$ cat config.mk
export PLATFORM = sky130hd
export DESIGN_NAME = dscl_ram
export DESIGN_NICKNAME = d
export VERILOG_FILES = /design/src/hw/rtl/assert_macros.svh /design/src/hw/rtl/dscl_ram.sv
export SDC_FILE = /design/constraint.sdc
export NUM_CORES = 1
export LEC_CHECK = 0
export BUFFER_PORTS_ARGS = -buffer_cell sky130_fd_sc_hd__buf_2
export CAP_MARGIN = 20
export CORE_MARGIN = 3
export CORE_UTILIZATION = 60
export DETAILED_ROUTE_END_ITERATION = 7
export HOLD_SLACK_MARGIN = 0.08
export PLACE_DENSITY = 0.77
export SETUP_SLACK_MARGIN = 0.1
export SLEW_MARGIN = 5
export SYNTH_ARGS = -nofsm -noshare
export SYNTH_HDL_FRONTEND = slang
export SYNTH_SLANG_ARGS = --single-unit
export TNS_END_PERCENT = 1
$ cat constraint.sdc
create_clock -name i_clk -period 2.65 [get_ports i_clk]
set_input_delay 0.1325 -clock i_clk [delete_from_list [all_inputs] [get_ports i_clk]]
set_output_delay 0.1325 -clock i_clk [all_outputs]
set_load 0.03 [all_outputs]
$ cat src/hw/rtl/assert_macros.svh
// Assertion macros shared by the labeler RTL.
`ifndef ASSERT_MACROS_SVH
`define ASSERT_MACROS_SVH

// A condition that must hold at every clock edge outside reset.
`define DSCL_ASSERT_ALWAYS(lbl, clk, rst_n, cond, msg) \
    lbl: assert property (@(posedge clk) disable iff (!(rst_n)) (cond)) \
        else $error(msg);

// A condition that must hold in the clock after a trigger.
`define DSCL_ASSERT_NEXT(lbl, clk, rst_n, trig, cond, msg) \
    lbl: assert property (@(posedge clk) disable iff (!(rst_n)) (trig) |=> (cond)) \
        else $error(msg);

`endif

$ cat src/hw/rtl/dscl_ram.sv
// Generic single-write, single-read RAM with a registered read port.
module dscl_ram #(
    parameter int WIDTH = 8,
    parameter int DEPTH = 16
) (
    input  logic                     i_clk,
    input  logic                     i_we,
    input  logic [$clog2(DEPTH)-1:0] i_waddr,
    input  logic [WIDTH-1:0]         i_wdata,
    input  logic                     i_re,
    input  logic [$clog2(DEPTH)-1:0] i_raddr,
    output logic [WIDTH-1:0]         o_rdata
);

    logic [WIDTH-1:0] r_mem [DEPTH];
    logic [WIDTH-1:0] r_rdata;

    always_ff @(posedge i_clk) begin
        if (i_we) begin
            r_mem[i_waddr] <= i_wdata;
        end
        if (i_re) begin
            r_rdata <= r_mem[i_raddr];
        end
    end

    assign o_rdata = r_rdata;

endmodule

After elaboration in Yosys (flattened, before gate mapping)

Memories as Yosys holds them, arrays and structs flattened. A register that Yosys moved wholly into a read port is not among the register bits.
Cells that the tools add are included.

Bits in writable memories: 128
Output and inout bits: 8
Memories kept: 1
Register bits after elaboration: 0
Word-level logic and storage cells: 3

Memories:

| name  | words | width | read ports | clocked after memory_dff | write ports | line           | text |
|---|---|---|---|---|---|---|---|
| r_mem | 16    | 8     | 1          | 1                        | 1           | dscl_ram.sv:15 | `logic [WIDTH-1:0] r_mem [DEPTH];` |

Multiplexer cells: 2

Operators by type and width:

| operator | number |
|---|---|
| $mux 1   | 2 |

Longest topological paths before layout

Depth in word-level cells: 2
Depth in mapped cells: 5
Mapped depth without buffers: 3

Least setup slack after synthesis

Ideal clock, no wire load.

Path kind: input-to-reg
Start point: input port i_waddr[2]
End point: memory r_mem[0][0], enable pin
Setup time: 0.383 ns
Path buffers: 0
Stages: 2
Data required time: 2.267 ns
Arrival: 1.242 ns
Slack: 1.025 ns
Cell sequence: or3b_2 > nor3_1

RTL lines:

| element     | line           | text |
|---|---|---|
| from (decl) | dscl_ram.sv:8  | `input logic [$clog2(DEPTH)-1:0] i_waddr,` |
| to (decl)   | dscl_ram.sv:15 |  |

No word-level cell before the write port.

==> results.json <==
{
  "status": "complete, no violations",
  "worst_pin_slew_ps": 950.4,
  "ys_seq_area_frac": 0.7812,
  "grt_max_degree": 33,
  "mostFrequentLayoutCells": "edfxtp_1, buf_2, mux4_2",
  "overflow": 0,
  "clk_latency_ps": 520,
  "clock_skew_ps": 7.928,
  "end_kind": "flip-flop",
  "crit_chain": "mux4_1, a22oi_1, nand2_1",
  "placed_cell_area_um2": 5490,
  "syn_avg_cell_area_um2": 22.83,
  "synthXorXnorAreaFrac": 0,
  "synth_area_leaders": "edfxtp_1, mux4_2, mux4_1, a22oi_1, nor2_1",
  "start_kind": "flip-flop",
  "core_um2": 8341,
  "cts_tree": "done",
  "dieArea_um2": 9868,
  "vdd.ir_drop.worst_mv": 0.5297,
  "grt_pass1_vias": 2766,
  "synthMuxAreaShare": 0.1479,
  "utilization": 0.7397,
  "yosysTopAreaCell": "edfxtp_1",
  "layout_commonest_cell": "edfxtp_1",
  "antenna_found_initial": 0,
  "die_h_um": 99.34,
  "slew_headroom": 0.3641,
  "maxSlewViolCount": 0,
  "first_pass_iters": 4,
  "p_per_area_nw_per_um2": 811.5,
  "setup_viol": 0,
  "crit_arrival_ps": 1810,
  "core.rowCount": 33,
  "syn2layout_area_growth_pct": 18.02,
  "final_cell_area_um2": 6170,
  "dpl.hpwl_um": 5877,
  "ys_warn_count": 0,
  "hp-class": "in -> reg",
  "h-tree-depth": 4,
  "synth-compound-area-share": 0.02298,
  "grt_setup_unrepaired": "false",
  "post_drt_wl_per_cell_um": 26.19,
  "leakagePower_nw": 2.077,
  "drtAntennaViolNets": 0,
  "port_buffers": 26,
  "drt-vias-per-instance": 6.294,
  "dp.cells": 360,
  "crit_type": "reg -> reg",
  "clock-sinks": 136,
  "fmax_mhz": 641.6,
  "synth_top_area_share": 0.7812,
  "cp_max_fo": 1,
  "worstPathRequired_ps": 2900,
  "io_pins": 27,
  "cp.buffers_inverters": 0,
  "synth_top_family_by_area": "multiplexers",
  "finalCritPeriodShare": 0.5881,
  "synth_cell_types": 18,
  "cap_violations": 0,
  "cts_root_buffer": "clkbuf_8",
  "synthAdderAreaFrac": 0,
  "instances_no_fill": 401,
  "wirelength_um": 10500,
  "grt_use_total": 0.2378,
  "drive_gt1_frac": 0.2872,
  "fin_tns_setup_ps": 0,
  "critPathSlowestCell": "mux4_1",
  "synth.net_count": 248,
  "finalCriticalPeriod_ps": 1558,
  "max_stage_delay_ps": 550,
  "cts_made_buffers": 17,
  "vias": 2524,
  "hold_viol": 0,
  "route.detailed.drc": 0,
  "clockBufferDepth": 2,
  "syn_inst": 229,
  "drtIter0Drc": 289,
  "insertedDiodeCount": 0,
  "final_nets": 302,
  "synth_area_um2": 5228,
  "synthSimpleGateAreaFrac": 0.03135,
  "start_util": 0.6268,
  "finalPower_mw": 5.007,
  "cp_top_family": "multiplexers",
  "grt_pass1_wl_um": 16320,
  "die_w_um": 99.34,
  "yosys_register_bits": 136,
  "clk_pin_slew_ps": 60,
  "gp_congestion": 0.7383
}
worst reg2reg max path, cell delays in order (launching register included):
cell      delay, ps
edfxtp_1        390
mux4_1          550
a22oi_1         230
nand2_1         120
cells in the mapped netlist:
| cell | number |
|---|---|
| mux4_1 | 14 |
| and2_1 | 1 |
| nand2b_1 | 2 |
| buf_2 | 3 |
| nand3b_1 | 2 |
| buf_6 | 3 |
| nand3_1 | 1 |
| nor2_1 | 13 |
| a22oi_1 | 16 |
| mux4_2 | 18 |
| buf_4 | 1 |
| clkdlybuf4s25_2 | 3 |
| nor2b_1 | 1 |
| edfxtp_1 | 136 |
| nand2_1 | 9 |
| nor3_1 | 4 |
| and2b_1 | 1 |
| or3b_2 | 1 |
per-stage QoR:
stage	hold slack [ps]	worst slack (ps)
global route	172.8	1051
finish	181.1	1092
global placement	517.0	857.4
detailed placement	522.2	843.7
floorplan	231.4	1025
CTS	144.6	1077
state kept, by name, summed over array words and instances (netlist names):
| signal | count |
|---|---|
| o_rdata | 8 |
| r_mem | 128 |
routing by layer:
| layer | up-vias | part of all wire | track usage | routed length [um] |
|---|---|---|---|---|
| li1 | 1090 | - | - | - |
| met1 | 1272 | 0.39 | 0.3311 | 4067 |
| met2 | 136 | 0.49 | 0.3487 | 5177 |
| met3 | 26 | 0.090 | 0.06732 | 948 |
| met4 | 0 | 0.030 | 0.1261 | 310 |
| met5 | - | 0 | 0 | 0 |
path summary, 6_finish.rpt:
check	from	endpoint	slack (ps)	cells after the start
worst min-delay path	i_waddr[0]	r_mem[4][2]	180	3
worst max register to register	r_mem[9][2]	o_rdata[2]	1090	3
worst max-delay path	r_mem[9][2]	o_rdata[2]	1090	3
worst min register to register	r_mem[4][0]	o_rdata[0]	750	3
power breakdown:
group          leakage (nW)  switching (mW)  internal (mW)
registers              1.24          0.0152           2.42
logic                 0.568           0.146         0.0981
clock network         0.272           0.885           1.44
repair_timing:
item,CTS,global route
hold endpoints to repair,136,0
hold buffers,9,0
setup buffers,0,0
resized for setup,0,0
logic make-up (layout without fill, tap and decap cells):
family                 count (synthesis)  in the layout
AOI/OAI and AO/OA                     16             16
buffers and inverters                 10             77
DFF                                  136            136
muxes                                 32             32
and+or+nand+nor                       35             35
layout make-up:
cell class / count / area (um^2)
multi-input cells: 83 / 1057
clock inverters: 14 / 171.4
clock buffers: 18 / 417.9
fillers: 472 / 2171
well taps: 105 / 131.4
repair buffers: 45 / 307.8
flip-flops and latches: 136 / 4084
Note: power is estimated with default switching activity, not from simulation.
