**config.mk**
```make
export PLATFORM = sky130hd
export DESIGN_NAME = dscl_lookup
export DESIGN_NICKNAME = d
export VERILOG_FILES = /design/src/hw/rtl/assert_macros.svh /design/src/hw/rtl/dscl_pkg.sv /design/src/hw/rtl/dscl_lookup.sv
export SDC_FILE = /design/constraint.sdc
export NUM_CORES = 1
export LEC_CHECK = 0
export ABC_AREA = 1
export BUFFER_PORTS_ARGS = -buffer_cell sky130_fd_sc_hd__buf_2
export CAP_MARGIN = 20
export CORE_ASPECT_RATIO = 1.2
export CORE_MARGIN = 2
export CORE_UTILIZATION = 40
export DETAILED_ROUTE_END_ITERATION = 8
export PLACE_DENSITY = 0.75
export SYNTH_ARGS = -nofsm -noshare
export SYNTH_HDL_FRONTEND = slang
export SYNTH_SLANG_ARGS = --single-unit
```
**constraint.sdc**
```tcl
create_clock -name vclk -period 1.3
set_clock_uncertainty 0.2 [all_clocks]
set_input_delay 0.065 -clock vclk [all_inputs]
set_output_delay 0.065 -clock vclk [all_outputs]
set_load 0.1 [all_outputs]
```
**src/hw/rtl/assert_macros.svh**
```systemverilog
// Assertion macros shared by the labeler RTL.
`ifndef ASSERT_MACROS_SVH
`define ASSERT_MACROS_SVH

// A condition that must hold at every clock edge outside reset.
`define DSCL_ASSERT_ALWAYS(lbl, clk, rst_n, cond, msg) \
    lbl: assert property (@(posedge clk) disable iff (!(rst_n)) (cond)) \
        else $error(msg);

// A condition that must hold in the clock after a trigger.
`define DSCL_ASSERT_NEXT(lbl, clk, rst_n, trig, cond, msg) \
    lbl: assert property (@(posedge clk) disable iff (!(rst_n)) (trig) |=> (cond)) \
        else $error(msg);

`endif

```
**src/hw/rtl/dscl_pkg.sv**
```systemverilog
// Types and constants shared by the downstream stream cell labeler.
package dscl_pkg;

    localparam int MAX_COLS = 1024;
    localparam int COL_W    = $clog2(MAX_COLS);
    localparam int CNT_W    = $clog2(MAX_COLS + 1);

    localparam int CFG_W        = 32;
    localparam int CFG_IDX_W    = 2;
    localparam int COLS_FIELD_W = 11;

    localparam logic [CFG_IDX_W-1:0] CFG_CODES_UW = 2'd0;
    localparam logic [CFG_IDX_W-1:0] CFG_CODES_EL = 2'd1;
    localparam logic [CFG_IDX_W-1:0] CFG_COLS     = 2'd2;

    localparam logic [CFG_W-1:0] CODES_UW_RST = 32'h1080_4020;
    localparam logic [CFG_W-1:0] CODES_EL_RST = 32'h0204_0801;
    localparam logic [CNT_W-1:0] COLS_RST     = CNT_W'((MAX_COLS < 1024) ? MAX_COLS : 1024);

    localparam int LABEL_W = 31;
    localparam logic [LABEL_W-1:0] LABEL_MAX = '1;
    localparam logic [LABEL_W-1:0] LABEL_RST = 31'd1;

    // Neighbor order is NW, N, NE, W, E, SW, S, SE (bit 0 is NW).
    localparam logic [7:0] LEFT_SIDE  = 8'b0010_1001;
    localparam logic [7:0] RIGHT_SIDE = 8'b1001_0100;

    typedef struct packed {
        logic               op;
        logic [7:0]         dir_code;
        logic               dir_present;
        logic signed [31:0] stream_id;
        logic               stream_present;
    } t_in;

    typedef struct packed {
        logic [LABEL_W-1:0] label;
        logic               label_present;
    } t_out;

    // Compressed view of one cell as the line memory keeps it.
    typedef struct packed {
        logic       raster;
        logic       s_pres;
        logic       s_nz;
        logic       d_pres;
        logic [7:0] d_code;
    } t_cell;

    // One line memory word: the cell one row up and the nonzero bit two rows up.
    typedef struct packed {
        t_cell row1;
        logic  row2_nz;
    } t_word;

    typedef struct packed {
        t_cell      self_cell;
        logic [7:0] nb_nz;
        logic       at_left;
        logic       at_right;
    } t_window;

endpackage

```
**src/hw/rtl/dscl_lookup.sv**
```systemverilog
// Direction code match and neighbor check for the cell at the window center.
module dscl_lookup (
    input  logic [dscl_pkg::CFG_W-1:0] i_codes_uw,
    input  logic [dscl_pkg::CFG_W-1:0] i_codes_el,
    input  dscl_pkg::t_window          i_win,
    output logic                       o_hit
);

    logic [63:0] codes_all;
    logic [7:0]  match;
    logic [7:0]  first;
    logic        blocked;

    assign codes_all = {i_codes_el, i_codes_uw};

    always_comb begin
        for (int k = 0; k < 8; k++) begin
            match[k] = (codes_all[8*k +: 8] == i_win.self_cell.d_code);
        end
    end

    // The first matching neighbor in order wins: isolate the lowest set bit.
    assign first = match & (~match + 8'd1);

    assign blocked = ((|(first & dscl_pkg::LEFT_SIDE)) && i_win.at_left) ||
                     ((|(first & dscl_pkg::RIGHT_SIDE)) && i_win.at_right);

    assign o_hit = i_win.self_cell.raster && i_win.self_cell.d_pres &&
                   !i_win.self_cell.s_pres && (|(first & i_win.nb_nz)) && !blocked;

endmodule

```
# Word level (Yosys, flattened, before mapping)
# Index checks and enable logic that the tools add are counted.
# classes
add_sub_neg,1
eq_ne,8
bitwise,3
n_reduce_logical,12
# ops
cell,count
8-bit equality test,8
8-bit bitwise AND,2
"8-bit by 1-bit adder with 8-bit output, second input constant",1
8-bit inverter,1
8-bit OR reduction,1
1-bit logical AND,6
3-bit OR reduction,2
1-bit logical NOT,2
1-bit logical OR,1
# totals
regBits,0
in_bits,86
output_inout_bits,1
word_cells,24

# Logic depth before layout (Yosys ltp)
# depth
ltp_word,9
mapped_depth,16
ltp_nobuf,15

# Worst setup path before layout
# OpenSTA, ideal clock, no wires.
# synth_timing
kind,input port to output port
start,input port i_win[13] in the netlist's numbering
end,output port o_hit
arrival_time_ps,2260
required_ps,1035
slack_ps,-1225
stages,16
path_buffers,1
path_cell_list,buf_6 -> inv_4 -> nand2_4 -> nand2_4 -> inv_2 -> nand2_4 -> nor2_4 -> nand2_2 -> nand3_2 -> nor2_4 -> nand2_1 -> nand2_1 -> inv_1 -> nand2_1 -> nor2_1 -> nor2_1
# synth_between
elab_chain_len,9
elab_cells_between_ends,21
cone_classes,add/sub (1); eq/ne (8); bitwise (3); reduce/logical (9)
# synth_rtl
item,line,text
from (decl),dscl_lookup.sv:5,"input dscl_pkg::t_window i_win,"
8-bit equality test,dscl_lookup.sv:18,match[k] = (codes_all[8*k +: 8] == i_win.self_cell.d_code);
8-bit inverter,dscl_lookup.sv:23,assign first = match & (~match + 8'd1);
8-bit by 1-bit adder with 8-bit output,dscl_lookup.sv:23,
8-bit bitwise AND *,dscl_lookup.sv:23,
"parallel branches: the longest is 4 deep, another holds 8-bit bitwise AND",n/a,
1-bit logical AND *,dscl_lookup.sv:29,!i_win.self_cell.s_pres && (|(first & i_win.nb_nz)) && !blocked;
to (decl),dscl_lookup.sv:6,output logic o_hit
# Every way passes the cells marked *.

# Final worst setup path
# layout_timing
start,input port i_win[17] in the netlist's numbering
end,output port o_hit
# The elaborated chain is that of the path after synthesis.

==> impl_metrics.py <==
metrics = {
    "grt": {
        "antenna_found_initial": 0,
        "grt_overflow": 0,
        "met1_usage": 0.215,
        "gr-max-usage-layer": "met2",
        "grt_max_degree": 11,
        "grt.total_usage": 0.180,
        "grt_pass1_wl_um": 7070,
        "grt_pass1_vias": 1786,
        "gr-usage-met3": 0.0151,
        "grt_use_met2": 0.364,
    },
    "power": {
        "power_density_nw_per_um2": 290,
        "irDropWorstVdd_mv": 0.134,
        "leakage_nw": 1.66,
    },
    "layout": {
        "multiInputGateArea_sq_um": 1570,
        "fillers": 357,
        "syn_to_final_growth_pct": 69.9,
        "nClkBuffers": 0,
        "n_antenna_cell": 0,
        "seq_area_sq_um": 0,
        "fin_util": 0.706,
        "nets": 525,
        "seq_cells": 0,
        "layout-drive-gt1-share": 0.497,
    },
    "synthesis": {
        "synth.most_common_cell": "nand2_1",
        "synth_top_family_by_area": "simple AND/OR/NAND/NOR gates",
        "syn_nets": 424,
        "synth_top_area_frac": 0.348,
        "synthAdderAreaFrac": 0,
        "synth_xor_xnor_area_share": 0.182,
        "synth_simple_gate_area_frac": 0.594,
        "synth_common_cells": "nand2_1 (152), inv_1 (49), nor2_1 (43)",
        "synth_area_per_cell_sq_um": 4.85,
        "ys_seq_area_frac": 0,
        "yosysWarnings": 0,
        "yosysTopAreaCell": "nand2_1",
        "synth_area_sq_um": 1640,
        "synth.distinct_cells": 20,
        "muxShareOfSynthArea": 0,
        "syn_inst": 338,
        "yosys-top-cells-area": "nand2_1 (35%), xor2_1 (13%), inv_1 (11%), nor2_1 (9.9%), buf_6 (5.5%)",
        "synth_compound_area_frac": 0.0138,
    },
    "place": {
        "dp_hpwl_um": 3820,
        "gp_congestion": 0.792,
        "dpl_worst_slack_ps": -568,
        "io_buffers": 86,
    },
    "run_status": {
        "violations": "setup timing",
        "status": "complete, but fails checks",
    },
    "sta": {
        "rsz0062_at_grt": "yes",
        "timing.fmax_ghz": 0.570,
        "setup_ws_ps": -454,
        "hold_violations": 0,
        "min_period_ps": 1750,
        "finalSetupViolCount": 1,
        "fin_crit_sh": 1.35,
        "report.final.slew_viol_count": 0,
        "tightest_slew_ps": 172,
        "relSlewSlack": 0.885,
        "whs_ps": 324,
    },
    "route": {
        "routed_via_density": 4.44,
        "drt_iter0_drc": 71,
        "ant_nets": 0,
        "drc": 0,
        "drt_wl_total_um": 5370,
        "dr_total_vias": 2179,
        "wl_per_cell_um": 10.9,
        "first_pass_iters": 4,
    },
    "worst_hold_path": {
        "hold_depth": 5,
        "hp-class": "input port to output port",
        "hold_end": "o_hit",
        "hp-start": "i_win[1]",
    },
    "worst_setup_path": {
        "worstPathArrival_ps": 1490,
        "critical_path_class": "input port to output port",
        "cp-end-kind": "output port",
        "path_cells": "buf_12 > clkinv_8 > nand2_2 > nand2_2 > inv_1 > nand2_1 > nor2_2 > nand2_2 > nand3_4 > nor2_4 > nand2_1 > nand2_1 > inv_1 > nand2_1 > nor2_2 > nor2_4 > buf_12",
        "slowest_delay_ps": 180,
        "start_kind": "input port",
        "crit_required_ps": 1030,
        "cp_slowest_cell": "buf_12",
        "path_common_cell": "nand2_1",
        "critPathMaxFanout": 8,
    },
    "flow_run": {
        "max_cap_viol_count": 0,
    },
    "die": {
        "die_y_um": 74.1,
        "io_pins": 87,
        "die_w_um": 62.4,
        "start_util": 0.416,
        "rows": 25,
        "core_sq_um": 3940,
        "die_area_sq_um": 4620,
    },
}
layout by cell type (no fill, tap or decap), types with 4 or more instances in the layout:
master	n
nand2_1	116
buf_2	73
nand2_2	42
inv_1	42
nor2_1	29
xor2_1	22
inv_2	14
nor2_2	14
buf_4	12
nand2_4	8
buf_6	8
buf_12	8
nor2_4	7
xnor2_2	7
nand3_1	6
clkinv_8	4
clkbuf_16	4
where the power goes:
part | internal [W] | total (W) | switching, W
Combinational | 0.000400 | 0.000807 | 0.000407
Clock | 0 | 0 | 0
Sequential | 0 | 0 | 0
per-stage QoR:
step	cell area, sq um	total power, W	TNS, ps	cells
after detailed placement	2170	0.000590	-568	483
after CTS	2270	0.000625	-459	484
final	2780	0.000807	-454	491
after global placement	2170	0.000578	-552	483
after floorplan	1650	0.000378	-477	338
after global routing	2780	0.000884	-591	491
cells by family after synthesis:
| family | after synthesis |
|---|---|
| buffers and inverters | 72 |
| AO/OA/AOI/OAI | 3 |
| XOR/XNOR | 34 |
| AND/OR/NAND/NOR | 229 |
metal layers:
metal,wire length [um],vias to the layer above
li1,-,1172
met3,224,8
met4,78,0
met5,0,-
met1,2030,941
met2,3040,58
worst max path at each step:
stage / start / to / slack [ps] / cells past startpoint
final: i_win[17] / o_hit / -450 / 17
after global routing: i_win[17] / o_hit / -590 / 17
after CTS: i_win[14] / o_hit / -460 / 15
after detailed placement: i_win[17] / o_hit / -570 / 15
after global placement: i_win[17] / o_hit / -550 / 15
after floorplan: i_win[13] / o_hit / -480 / 16
worst max-delay path: cells and delay by family:
family                 cells  cell delay [ps]
buffers and inverters      5              440
and+or+nand+nor           12              970
what timing repair did:
item                                    4_1_cts  5_1_grt
pin swaps                                    10       71
cloned                                        0        4
hold buffers                                  0        0
gates resized for setup                      28      110
endpoints found under the setup margin        1        1
buffers inserted                              1        3
cell type report:
class	instances	share of cell area
inverter	64	0.111
timing repair buffer	107	0.300
tap	54	0.0243
multi-input combinational	266	0.565
Power figures use the tool's default switching activity.
